[config.mk]
export PLATFORM = sky130hd
export DESIGN_NAME = tlb_lru_lookup_insert_flush
export DESIGN_NICKNAME = d
export VERILOG_FILES = /design/src/sv/tlbl_pkg.sv /design/src/sv/tlbl_cell.sv /design/src/sv/tlb_lru_lookup_insert_flush.sv
export SDC_FILE = /design/constraint.sdc
export NUM_CORES = 2
export LEC_CHECK = 0
export ABC_AREA = 1
export BUFFER_PORTS_ARGS = -buffer_cell sky130_fd_sc_hd__buf_4
export CAP_MARGIN = 10
export CORE_MARGIN = 2
export CORE_UTILIZATION = 55
export DETAILED_ROUTE_END_ITERATION = 6
export GPL_TIMING_DRIVEN = 0
export PLACE_DENSITY = 0.71
export SYNTH_ARGS = -nofsm -noshare
export SYNTH_HDL_FRONTEND = slang
export SYNTH_SLANG_ARGS = --single-unit
[constraint.sdc]
create_clock -name clk_i -period 3.45 [get_ports clk_i]
set_input_delay 0.1725 -clock clk_i [delete_from_list [all_inputs] [get_ports clk_i]]
set_output_delay 0.1725 -clock clk_i [all_outputs]
set_load 0.1 [all_outputs]
[src/sv/tlbl_pkg.sv]
// shared types and constants for the lru translation buffer
// no dependencies
`timescale 1ns / 1ps

package tlbl_pkg;

  localparam int unsigned ENTRIES_DEF  = 16;
  localparam int unsigned PG_SHIFT_DEF = 12;
  localparam int unsigned AGE_BITS_DEF = 16;

  localparam int unsigned PAGE_W = 16;
  localparam int unsigned FRAME_W = 16;
  localparam int unsigned OFS_W = 12;
  localparam int unsigned PA_W = 28;
  localparam int unsigned OCC_W = 5;
  localparam int unsigned IN_W = 48;
  localparam int unsigned OUT_W = 72;

  typedef enum logic [1:0] {
    OP_LOOKUP = 2'd0,
    OP_INSERT = 2'd1,
    OP_FLUSH  = 2'd2,
    OP_NOP    = 2'd3
  } op_e;

  typedef enum logic [1:0] {
    ST_IDLE,
    ST_SCAN,
    ST_DONE
  } state_e;

  typedef struct packed {
    op_e                op;
    logic [PAGE_W-1:0]  page;
    logic [FRAME_W-1:0] frame;
  } req_t;

endpackage

[src/sv/tlbl_cell.sv]
// one buffer slot: holds valid, page, frame and age, folds its entry into the
// running scan result and hands it on; depends on tlbl_pkg
`timescale 1ns / 1ps

module tlbl_cell #(
  parameter int unsigned ENTRIES  = tlbl_pkg::ENTRIES_DEF,
  parameter int unsigned AGE_BITS = tlbl_pkg::AGE_BITS_DEF,
  parameter int unsigned IDX      = 0,
  localparam int unsigned IW = (ENTRIES > 1) ? $clog2(ENTRIES) : 1,
  localparam int unsigned CW = $clog2(ENTRIES + 1)
) (
  input  logic                         clk_i,
  input  logic                         rst_ni,
  input  tlbl_pkg::req_t               req_i,
  input  logic                         tok_i,
  input  logic                         hit_i,
  input  logic [tlbl_pkg::FRAME_W-1:0] frame_i,
  input  logic                         free_i,
  input  logic [IW-1:0]                free_idx_i,
  input  logic [AGE_BITS-1:0]          best_age_i,
  input  logic [IW-1:0]                best_idx_i,
  input  logic [tlbl_pkg::PAGE_W-1:0]  best_page_i,
  input  logic [CW-1:0]                nfl_i,
  input  logic                         wr_en_i,
  input  logic [IW-1:0]                wr_idx_i,
  output logic                         tok_o,
  output logic                         hit_o,
  output logic [tlbl_pkg::FRAME_W-1:0] frame_o,
  output logic                         free_o,
  output logic [IW-1:0]                free_idx_o,
  output logic [AGE_BITS-1:0]          best_age_o,
  output logic [IW-1:0]                best_idx_o,
  output logic [tlbl_pkg::PAGE_W-1:0]  best_page_o,
  output logic [CW-1:0]                nfl_o
);

  logic                         valid_q, valid_d;
  logic [tlbl_pkg::PAGE_W-1:0]  page_q, page_d;
  logic [tlbl_pkg::FRAME_W-1:0] frame_q, frame_d;
  logic [AGE_BITS-1:0]          age_q, age_d;
  logic                         match;

  assign match = valid_q && (page_q == req_i.page);

  always_comb begin
    valid_d = valid_q;
    page_d  = page_q;
    frame_d = frame_q;
    age_d   = age_q;
    if (tok_i) begin
      case (req_i.op)
        tlbl_pkg::OP_LOOKUP: begin
          if (match) begin
            age_d = '0;
          end else if (valid_q && (age_q != '1)) begin
            age_d = age_q + 1'b1;
          end
        end
        tlbl_pkg::OP_FLUSH: begin
          if (match) begin
            valid_d = 1'b0;
          end
        end
        default: ;
      endcase
    end
    if (wr_en_i && (wr_idx_i == IW'(IDX))) begin
      valid_d = 1'b1;
      page_d  = req_i.page;
      frame_d = req_i.frame;
      age_d   = '0;
    end
  end

  always_ff @(posedge clk_i or negedge rst_ni) begin
    if (!rst_ni) begin
      valid_q <= 1'b0;
      page_q  <= '0;
      frame_q <= '0;
      age_q   <= '0;
      tok_o   <= 1'b0;
    end else begin
      valid_q <= valid_d;
      page_q  <= page_d;
      frame_q <= frame_d;
      age_q   <= age_d;
      tok_o   <= tok_i;
    end
  end

  always_ff @(posedge clk_i) begin
    if (tok_i) begin
      hit_o       <= hit_i;
      frame_o     <= frame_i;
      free_o      <= free_i;
      free_idx_o  <= free_idx_i;
      best_age_o  <= best_age_i;
      best_idx_o  <= best_idx_i;
      best_page_o <= best_page_i;
      nfl_o       <= nfl_i;
      if ((req_i.op == tlbl_pkg::OP_LOOKUP) && match) begin
        hit_o   <= 1'b1;
        frame_o <= frame_q;
      end
      if ((req_i.op == tlbl_pkg::OP_FLUSH) && match) begin
        nfl_o <= nfl_i + 1'b1;
      end
      if (!valid_q && !free_i) begin
        free_o     <= 1'b1;
        free_idx_o <= IW'(IDX);
      end
      if (valid_q && ((IDX == 0) || (age_q > best_age_i))) begin
        best_age_o  <= age_q;
        best_idx_o  <= IW'(IDX);
        best_page_o <= page_q;
      end
    end
  end

endmodule

[src/sv/tlb_lru_lookup_insert_flush.sv]
// top level of the lru translation buffer: request capture, cell chain and result
// register; depends on tlbl_pkg and tlbl_cell
`timescale 1ns / 1ps

// Fully associative translation buffer of ENTRIES slots with age-based LRU
// replacement. Each request (lookup, insert, flush page, no-op) passes once
// down the chain of slot cells, one cell per cycle; a new request is taken
// once the previous one has finished its walk, while its result may still
// wait in the output register. Insert picks the lowest free slot, else
// evicts the oldest valid slot (lowest index on ties).

module tlb_lru_lookup_insert_flush #(
  parameter int unsigned ENTRIES  = tlbl_pkg::ENTRIES_DEF,
  parameter int unsigned PG_SHIFT = tlbl_pkg::PG_SHIFT_DEF,
  parameter int unsigned AGE_BITS = tlbl_pkg::AGE_BITS_DEF
) (
  input  logic                        clk_i,
  input  logic                        rst_ni,
  input  logic                        s_axis_tvalid_i,
  output logic                        s_axis_tready_o,
  // opcode[1:0], page_number[17:2], frame_number[33:18], page_offset[45:34]
  input  logic [tlbl_pkg::IN_W-1:0]   s_axis_tdata_i,
  output logic                        m_axis_tvalid_o,
  input  logic                        m_axis_tready_i,
  // hit[0], frame_out[16:1], physical_address[44:17], evicted[45],
  // evicted_page[61:46], flushed[62], occupancy[67:63]
  output logic [tlbl_pkg::OUT_W-1:0]  m_axis_tdata_o
);

  localparam int unsigned IW = (ENTRIES > 1) ? $clog2(ENTRIES) : 1;
  localparam int unsigned CW = $clog2(ENTRIES + 1);
  localparam logic [63:0] OFS_MASK64 = (64'd1 << PG_SHIFT) - 64'd1;
  localparam logic [tlbl_pkg::OFS_W-1:0] OFS_MASK = tlbl_pkg::OFS_W'(OFS_MASK64);

  tlbl_pkg::state_e            state_q, state_d;
  tlbl_pkg::req_t              req_q;
  logic [tlbl_pkg::OFS_W-1:0]  ofs_q;
  logic                        start_q;
  logic [CW-1:0]               count_q, count_d;
  logic                        out_valid_q;
  logic [tlbl_pkg::OUT_W-1:0]  out_data_q;
  logic                        accept, finish, wr_en;
  logic [IW-1:0]               wr_idx;

  logic                         tok    [ENTRIES+1];
  logic                         hit    [ENTRIES+1];
  logic [tlbl_pkg::FRAME_W-1:0] frm    [ENTRIES+1];
  logic                         fre    [ENTRIES+1];
  logic [IW-1:0]                fidx   [ENTRIES+1];
  logic [AGE_BITS-1:0]          bage   [ENTRIES+1];
  logic [IW-1:0]                bidx   [ENTRIES+1];
  logic [tlbl_pkg::PAGE_W-1:0]  bpage  [ENTRIES+1];
  logic [CW-1:0]                nfl    [ENTRIES+1];

  logic                         r_hit, r_ev, r_fl;
  logic [tlbl_pkg::FRAME_W-1:0] r_frame;
  logic [tlbl_pkg::PA_W-1:0]    r_pa;
  logic [tlbl_pkg::PAGE_W-1:0]  r_evpage;
  logic [47:0]                  pa_wide;

  assign s_axis_tready_o = (state_q == tlbl_pkg::ST_IDLE);
  assign accept = s_axis_tvalid_i && s_axis_tready_o;
  assign m_axis_tvalid_o = out_valid_q;
  assign m_axis_tdata_o = out_data_q;

  assign tok[0]   = start_q;
  assign hit[0]   = 1'b0;
  assign frm[0]   = '0;
  assign fre[0]   = 1'b0;
  assign fidx[0]  = '0;
  assign bage[0]  = '0;
  assign bidx[0]  = '0;
  assign bpage[0] = '0;
  assign nfl[0]   = '0;

  for (genvar i = 0; i < ENTRIES; i++) begin : g_cell
    tlbl_cell #(
      .ENTRIES  (ENTRIES),
      .AGE_BITS (AGE_BITS),
      .IDX      (i)
    ) u_cell (
      .clk_i       (clk_i),
      .rst_ni      (rst_ni),
      .req_i       (req_q),
      .tok_i       (tok[i]),
      .hit_i       (hit[i]),
      .frame_i     (frm[i]),
      .free_i      (fre[i]),
      .free_idx_i  (fidx[i]),
      .best_age_i  (bage[i]),
      .best_idx_i  (bidx[i]),
      .best_page_i (bpage[i]),
      .nfl_i       (nfl[i]),
      .wr_en_i     (wr_en),
      .wr_idx_i    (wr_idx),
      .tok_o       (tok[i+1]),
      .hit_o       (hit[i+1]),
      .frame_o     (frm[i+1]),
      .free_o      (fre[i+1]),
      .free_idx_o  (fidx[i+1]),
      .best_age_o  (bage[i+1]),
      .best_idx_o  (bidx[i+1]),
      .best_page_o (bpage[i+1]),
      .nfl_o       (nfl[i+1])
    );
  end

  // scan result in the last chain register, waiting for the output slot
  assign finish = (state_q == tlbl_pkg::ST_DONE) && (!out_valid_q || m_axis_tready_i);
  assign wr_en  = finish && (req_q.op == tlbl_pkg::OP_INSERT);
  assign wr_idx = fre[ENTRIES] ? fidx[ENTRIES] : bidx[ENTRIES];

  always_comb begin
    r_hit    = (req_q.op == tlbl_pkg::OP_LOOKUP) && hit[ENTRIES];
    r_frame  = r_hit ? frm[ENTRIES] : '0;
    pa_wide  = ({32'd0, r_frame} << PG_SHIFT) | {36'd0, ofs_q & OFS_MASK};
    r_pa     = r_hit ? tlbl_pkg::PA_W'(pa_wide) : '0;
    r_ev     = (req_q.op == tlbl_pkg::OP_INSERT) && !fre[ENTRIES];
    r_evpage = r_ev ? bpage[ENTRIES] : '0;
    r_fl     = (req_q.op == tlbl_pkg::OP_FLUSH) && (nfl[ENTRIES] != '0);
    count_d  = count_q;
    unique case (req_q.op)
      tlbl_pkg::OP_INSERT: if (!r_ev) count_d = count_q + 1'b1;
      tlbl_pkg::OP_FLUSH:  count_d = count_q - nfl[ENTRIES];
      default: ;
    endcase
  end

  always_comb begin
    state_d = state_q;
    unique case (state_q)
      tlbl_pkg::ST_IDLE: if (accept) state_d = tlbl_pkg::ST_SCAN;
      tlbl_pkg::ST_SCAN: if (tok[ENTRIES]) state_d = tlbl_pkg::ST_DONE;
      tlbl_pkg::ST_DONE: if (finish) state_d = tlbl_pkg::ST_IDLE;
      default: state_d = tlbl_pkg::ST_IDLE;
    endcase
  end

  always_ff @(posedge clk_i or negedge rst_ni) begin
    if (!rst_ni) begin
      state_q     <= tlbl_pkg::ST_IDLE;
      start_q     <= 1'b0;
      count_q     <= '0;
      out_valid_q <= 1'b0;
    end else begin
      state_q <= state_d;
      start_q <= accept;
      if (finish) begin
        count_q     <= count_d;
        out_valid_q <= 1'b1;
      end else if (m_axis_tready_i) begin
        out_valid_q <= 1'b0;
      end
    end
  end

  always_ff @(posedge clk_i) begin
    if (accept) begin
      req_q.op    <= tlbl_pkg::op_e'(s_axis_tdata_i[1:0]);
      req_q.page  <= s_axis_tdata_i[17:2];
      req_q.frame <= s_axis_tdata_i[33:18];
      ofs_q       <= s_axis_tdata_i[45:34];
    end
    if (finish) begin
      out_data_q <= {4'd0, tlbl_pkg::OCC_W'(count_d), r_fl, r_evpage, r_ev, r_pa,
                     r_frame, r_hit};
    end
  end

endmodule
==> impl_metrics.xml <==
<?xml version="1.0" encoding="UTF-8"?>
<metrics>
  <group name="worst_setup_path">
    <metric name="cp_data_required_time" unit="ns">4.05</metric>
    <metric name="r2r_setup_slack" unit="ns">0.04</metric>
    <metric name="worst-endpoint-arrival" unit="ns">4.00</metric>
    <metric name="critical_path_class" unit="">flop to flop</metric>
    <metric name="path_max_fanout" unit="">10</metric>
    <metric name="timing.critical_path.to_type" unit="">flop</metric>
    <metric name="worstReg2RegEnd" unit="">g_cell[12].u_cell.frame_o[12]$_DFFE_PP_</metric>
    <metric name="worst_r2r_path_depth" unit="">13</metric>
    <metric name="worst_r2r_startpoint" unit="">req_q[31]$_DFFE_PP_</metric>
    <metric name="crit_path_start_kind" unit="">flop</metric>
  </group>
  <group name="clock_tree">
    <metric name="clk_pin_slew_worst_setup_hold_paths" unit="ns">0.06</metric>
    <metric name="clock_sinks" unit="">1875</metric>
    <metric name="cts-buffers-inserted" unit="">197</metric>
    <metric name="cts.htree.levels" unit="">4</metric>
    <metric name="clock_insertion_delay_worst_skew" unit="ns">0.87</metric>
    <metric name="tritoncts" unit="">done</metric>
    <metric name="root_buffer" unit="">sky130_fd_sc_hd__clkbuf_16</metric>
    <metric name="cts_max_path_buffers" unit="">3</metric>
  </group>
  <group name="die">
    <metric name="die_height" unit="um">416</metric>
    <metric name="ios" unit="">126</metric>
    <metric name="die_area" unit="um2">173000</metric>
    <metric name="core_area" unit="um2">169000</metric>
    <metric name="rows" unit="">151</metric>
    <metric name="initial_core_util" unit="%">55.2</metric>
    <metric name="die_width" unit="um">416</metric>
  </group>
  <group name="timing">
    <metric name="clock-skew-final" unit="ns">0.0450</metric>
    <metric name="achievable-frequency" unit="MHz">293</metric>
    <metric name="finalWorstPathRequiredPeriod" unit="ns">3.41</metric>
    <metric name="slew_viol_final" unit="">0</metric>
    <metric name="final.setup.worst_slack" unit="ns">0.0422</metric>
    <metric name="final.hold.worst_slack" unit="ns">0.0500</metric>
    <metric name="slew-limit-headroom" unit="%">9.24</metric>
    <metric name="timing.setup.tns" unit="ns">0</metric>
    <metric name="number_of_setup_violations_in_the_final_report" unit="">0</metric>
    <metric name="grt_setup_unrepaired" unit="">no</metric>
    <metric name="report.final.hold_viol_count" unit="">0</metric>
    <metric name="worst_pin_slew" unit="ns">1.36</metric>
    <metric name="period_share" unit="%">98.8</metric>
  </group>
  <group name="global_route">
    <metric name="grt_first_pass_wirelength" unit="um">432000</metric>
    <metric name="grt_pass1_vias" unit="">71200</metric>
    <metric name="maximum_number_of_pins_on_one_net_before_global_route_repair" unit="">122</metric>
    <metric name="gr-total-overflow" unit="">0</metric>
    <metric name="groute.usage.overall" unit="%">33.2</metric>
    <metric name="grt_antenna_before_repair" unit="">9</metric>
  </group>
  <group name="routing">
    <metric name="routedWlPerCell" unit="um">21.2</metric>
    <metric name="first_pass_iters" unit="">7</metric>
    <metric name="drcViolationCount" unit="">10</metric>
    <metric name="wl" unit="um">289000</metric>
    <metric name="vias" unit="">75000</metric>
    <metric name="detail_route.vias_per_cell" unit="">5.50</metric>
    <metric name="post_detailed_route_count_of_antenna_violating_nets" unit="">0</metric>
    <metric name="drt_iter0_markers" unit="">8417</metric>
  </group>
  <group name="synth">
    <metric name="synth-edff-count" unit="">1066</metric>
    <metric name="postSynthCellCount" unit="">10800</metric>
    <metric name="total_of_warnings_raised_by_yosys" unit="">0</metric>
    <metric name="avgSynthCellArea" unit="um2">8.62</metric>
    <metric name="synthSimpleGateAreaFrac" unit="%">25.0</metric>
    <metric name="portion_of_the_post_synthesis_area_used_by_sequential_elements" unit="%">55.9</metric>
    <metric name="post-synth-top-count-cell" unit="">sky130_fd_sc_hd__nand2_1</metric>
    <metric name="dominant_combinational_cell_family_by_area_after_synthesis" unit="">simple AND/OR/NAND/NOR gates</metric>
    <metric name="syn-cell-area" unit="um2">93400</metric>
    <metric name="synth_compound_gate_area_share" unit="%">6.87</metric>
    <metric name="synth-seq-cells" unit="">1875</metric>
    <metric name="netlist.area_leader.share" unit="%">34.3</metric>
    <metric name="synth_top_cell_by_area" unit="">sky130_fd_sc_hd__edfxtp_1</metric>
    <metric name="post_synth_xor_area_fraction" unit="%">2.29</metric>
    <metric name="post_synth_main_area_contributors" unit="">sky130_fd_sc_hd__edfxtp_1 (34%), sky130_fd_sc_hd__dfrtp_1 (22%), sky130_fd_sc_hd__nand2_1 (17%)</metric>
    <metric name="muxShareOfSynthArea" unit="%">0</metric>
    <metric name="number_of_distinct_standard_cells_referenced_by_the_synthesized_netlist" unit="">52</metric>
    <metric name="synthTopCellsByCount" unit="">sky130_fd_sc_hd__nand2_1 (4273), sky130_fd_sc_hd__edfxtp_1 (1066), sky130_fd_sc_hd__o21ai_0 (996)</metric>
    <metric name="async_flop_share" unit="%">43.1</metric>
    <metric name="arithmetic_cell_share_of_the_synthesized_area_counting_full_adders_half_adders_and_majority_gates" unit="%">3.75</metric>
    <metric name="postSynth.topFlopCell" unit="">sky130_fd_sc_hd__edfxtp_1</metric>
  </group>
  <group name="place">
    <metric name="detailed_place_hpwl" unit="um">210000</metric>
    <metric name="dpl_worst_slack" unit="ns">-0.416</metric>
    <metric name="buffer_ports.inserted" unit="">119</metric>
    <metric name="finalWeightedCongestion" unit="">0.970</metric>
  </group>
  <group name="hold_path">
    <metric name="timing.hold.worst_path_depth" unit="">2</metric>
    <metric name="worst_hold_path_type" unit="">input port to flop</metric>
    <metric name="whs_endpoint" unit="">req_q[27]$_DFFE_PP_</metric>
    <metric name="startpoint_of_the_lowest_slack_hold_path" unit="">s_axis_tdata_i[13]</metric>
  </group>
  <group name="final_layout">
    <metric name="post_route_cells_drive_above_1_share" unit="%">7.99</metric>
    <metric name="fill_cells" unit="">14200</metric>
    <metric name="layout.core_utilization" unit="%">62.4</metric>
    <metric name="area_growth_syn_to_fin" unit="%">12.9</metric>
    <metric name="finish.net_count" unit="">11600</metric>
  </group>
  <group name="power_and_ir_drop">
    <metric name="leakage_power_figure" unit="nW">49.4</metric>
    <metric name="post-layout-total-power" unit="mW">65.3</metric>
    <metric name="power.density" unit="nW/um2">619</metric>
    <metric name="vdd.ir_drop.worst" unit="mV">0.621</metric>
  </group>
  <group name="run">
    <metric name="cap_violations" unit="">0</metric>
  </group>
  <group name="status">
    <metric name="status" unit="">finished with violations</metric>
    <metric name="violations_in_the_final_reports" unit="">DRC</metric>
  </group>
</metrics>
==> worst max path at each step <==
stage | from | endpoint | slack, ns | cells after the start
CTS | req_q[31]$_DFFE_PP_ | g_cell[2].u_cell.frame_o[5]$_DFFE_PP_ | 0.09 | 10
detailed placement | req_q[33]$_DFFE_PP_ | g_cell[2].u_cell.frame_o[5]$_DFFE_PP_ | -0.42 | 8
floorplan | state_q[0]$_DFFE_PN0P_ | ofs_q[0]$_DFFE_PP_ | 0.40 | 3
global route | req_q[33]$_DFFE_PP_ | g_cell[0].u_cell.frame_q[3]$_DFFE_PN0N_ | 0.04 | 10
finish | req_q[31]$_DFFE_PP_ | g_cell[12].u_cell.frame_o[12]$_DFFE_PP_ | 0.04 | 13
global placement | rst_ni | g_cell[2].u_cell.frame_q[11]$_DFFE_PN0N_ | -8.29 | 1
==> placed cells by master, fill, tap and decap left out, types with 200 or more instances in the layout <==
| master | netlist | routed |
|---|---|---|
| sky130_fd_sc_hd__inv_1 | 985 | 985 |
| sky130_fd_sc_hd__nand3_1 | 276 | 276 |
| sky130_fd_sc_hd__xor2_1 | 208 | 208 |
| sky130_fd_sc_hd__nand2_1 | 4273 | 4273 |
| sky130_fd_sc_hd__ha_1 | 278 | 278 |
| sky130_fd_sc_hd__nor2_1 | 932 | 930 |
| sky130_fd_sc_hd__clkbuf_1 | 212 | 236 |
| sky130_fd_sc_hd__dfrtp_1 | 809 | 793 |
| sky130_fd_sc_hd__edfxtp_1 | 1066 | 1066 |
| sky130_fd_sc_hd__o21ai_0 | 996 | 996 |
| sky130_fd_sc_hd__clkbuf_16 | 0 | 200 |
==> per-layer routing <==
metal | wire (um) | GRT usage, % | vias to the layer above
li1 | - | - | 35500
met2 | 129000 | 51.5 | 3269
met1 | 118000 | 44.7 | 35600
met4 | 17900 | 18.3 | 4
met5 | 104 | 0 | -
met3 | 24300 | 5.70 | 672
==> sequential cells by signal, summed over array words and instances, names as in the netlist <==
name	cells
ofs_q	12
g_cell.u_cell.nfl_o	70
start_q	1
g_cell.u_cell.free_idx_o	49
g_cell.u_cell.best_page_o	256
g_cell.u_cell.best_idx_o	49
g_cell.u_cell.free_o	16
m_axis_tvalid_o	1
g_cell.u_cell.tok_o	16
g_cell.u_cell.page_q	256
g_cell.u_cell.hit_o	16
g_cell.u_cell.frame_q	256
g_cell.u_cell.frame_o	256
g_cell.u_cell.valid_q	16
g_cell.u_cell.age_q	256
state_q	2
count_q	5
g_cell.u_cell.best_age_o	240
m_axis_tdata_o	68
req_q	34
==> through the flow <==
stage,cell area (um2),cells
2_1_floorplan,93400,10800
3_3_place_gp,97100,13200
3_5_place_dp,97800,13200
4_1_cts,105000,13600
5_1_grt,105000,13600
6_report,105000,13600
==> power by group <==
part	internal (mW)	switching, mW	leakage (nW)
Combinational	3.42	8.52	26.2
Sequential	28.2	2.46	19.8
Clock	13.4	9.28	3.41
Total	45.1	20.3	49.4
==> critical path, cell delays in order, from the launching register on <==
cell                       delay [ns]
sky130_fd_sc_hd__edfxtp_1        0.71
sky130_fd_sc_hd__inv_2           0.35
sky130_fd_sc_hd__buf_2           0.44
sky130_fd_sc_hd__nand2_1         0.17
sky130_fd_sc_hd__nand2_1         0.06
sky130_fd_sc_hd__nor2_1          0.17
sky130_fd_sc_hd__nand2_1         0.09
sky130_fd_sc_hd__nor2_2          0.23
sky130_fd_sc_hd__nand3_4         0.26
sky130_fd_sc_hd__nor2_8          0.22
sky130_fd_sc_hd__inv_2           0.09
sky130_fd_sc_hd__buf_2           0.19
sky130_fd_sc_hd__nand2_1         0.08
sky130_fd_sc_hd__nand2_1         0.05
==> timing repair <==
item                                    4_1_cts  5_1_grt
endpoints found under the hold margin       274        0
endpoints found under the setup margin       34        9
resized for setup                             3        1
pin swaps                                     1        0
hold buffers                                 53        0
setup buffers                                 2        4
==> layout make-up <==
type                            instances  area (um2)  share of cell area [%]
Timing Repair Buffer                  207        2170                    2.06
Clock inverter                        110        1400                    1.33
Tap cell                             2218        2780                    2.63
Clock buffer                          264        5590                    5.30
Inverter                             1040        3920                    3.71
Sequential cell                      1875       52300                    49.6
Multi-Input combinational cell       7539       35400                    33.6
Antenna cell                           10        25.0                  0.0237
Buffer                                383        1860                    1.77
==> cell families after synthesis <==
logic type,count (synthesis)
buf+inv,1423
fa+ha+maj,279
flops,1875
compound gates,1212
other cells,1
xor+xnor,244
simple gates,5800
(Power assumes the default switching activity.)
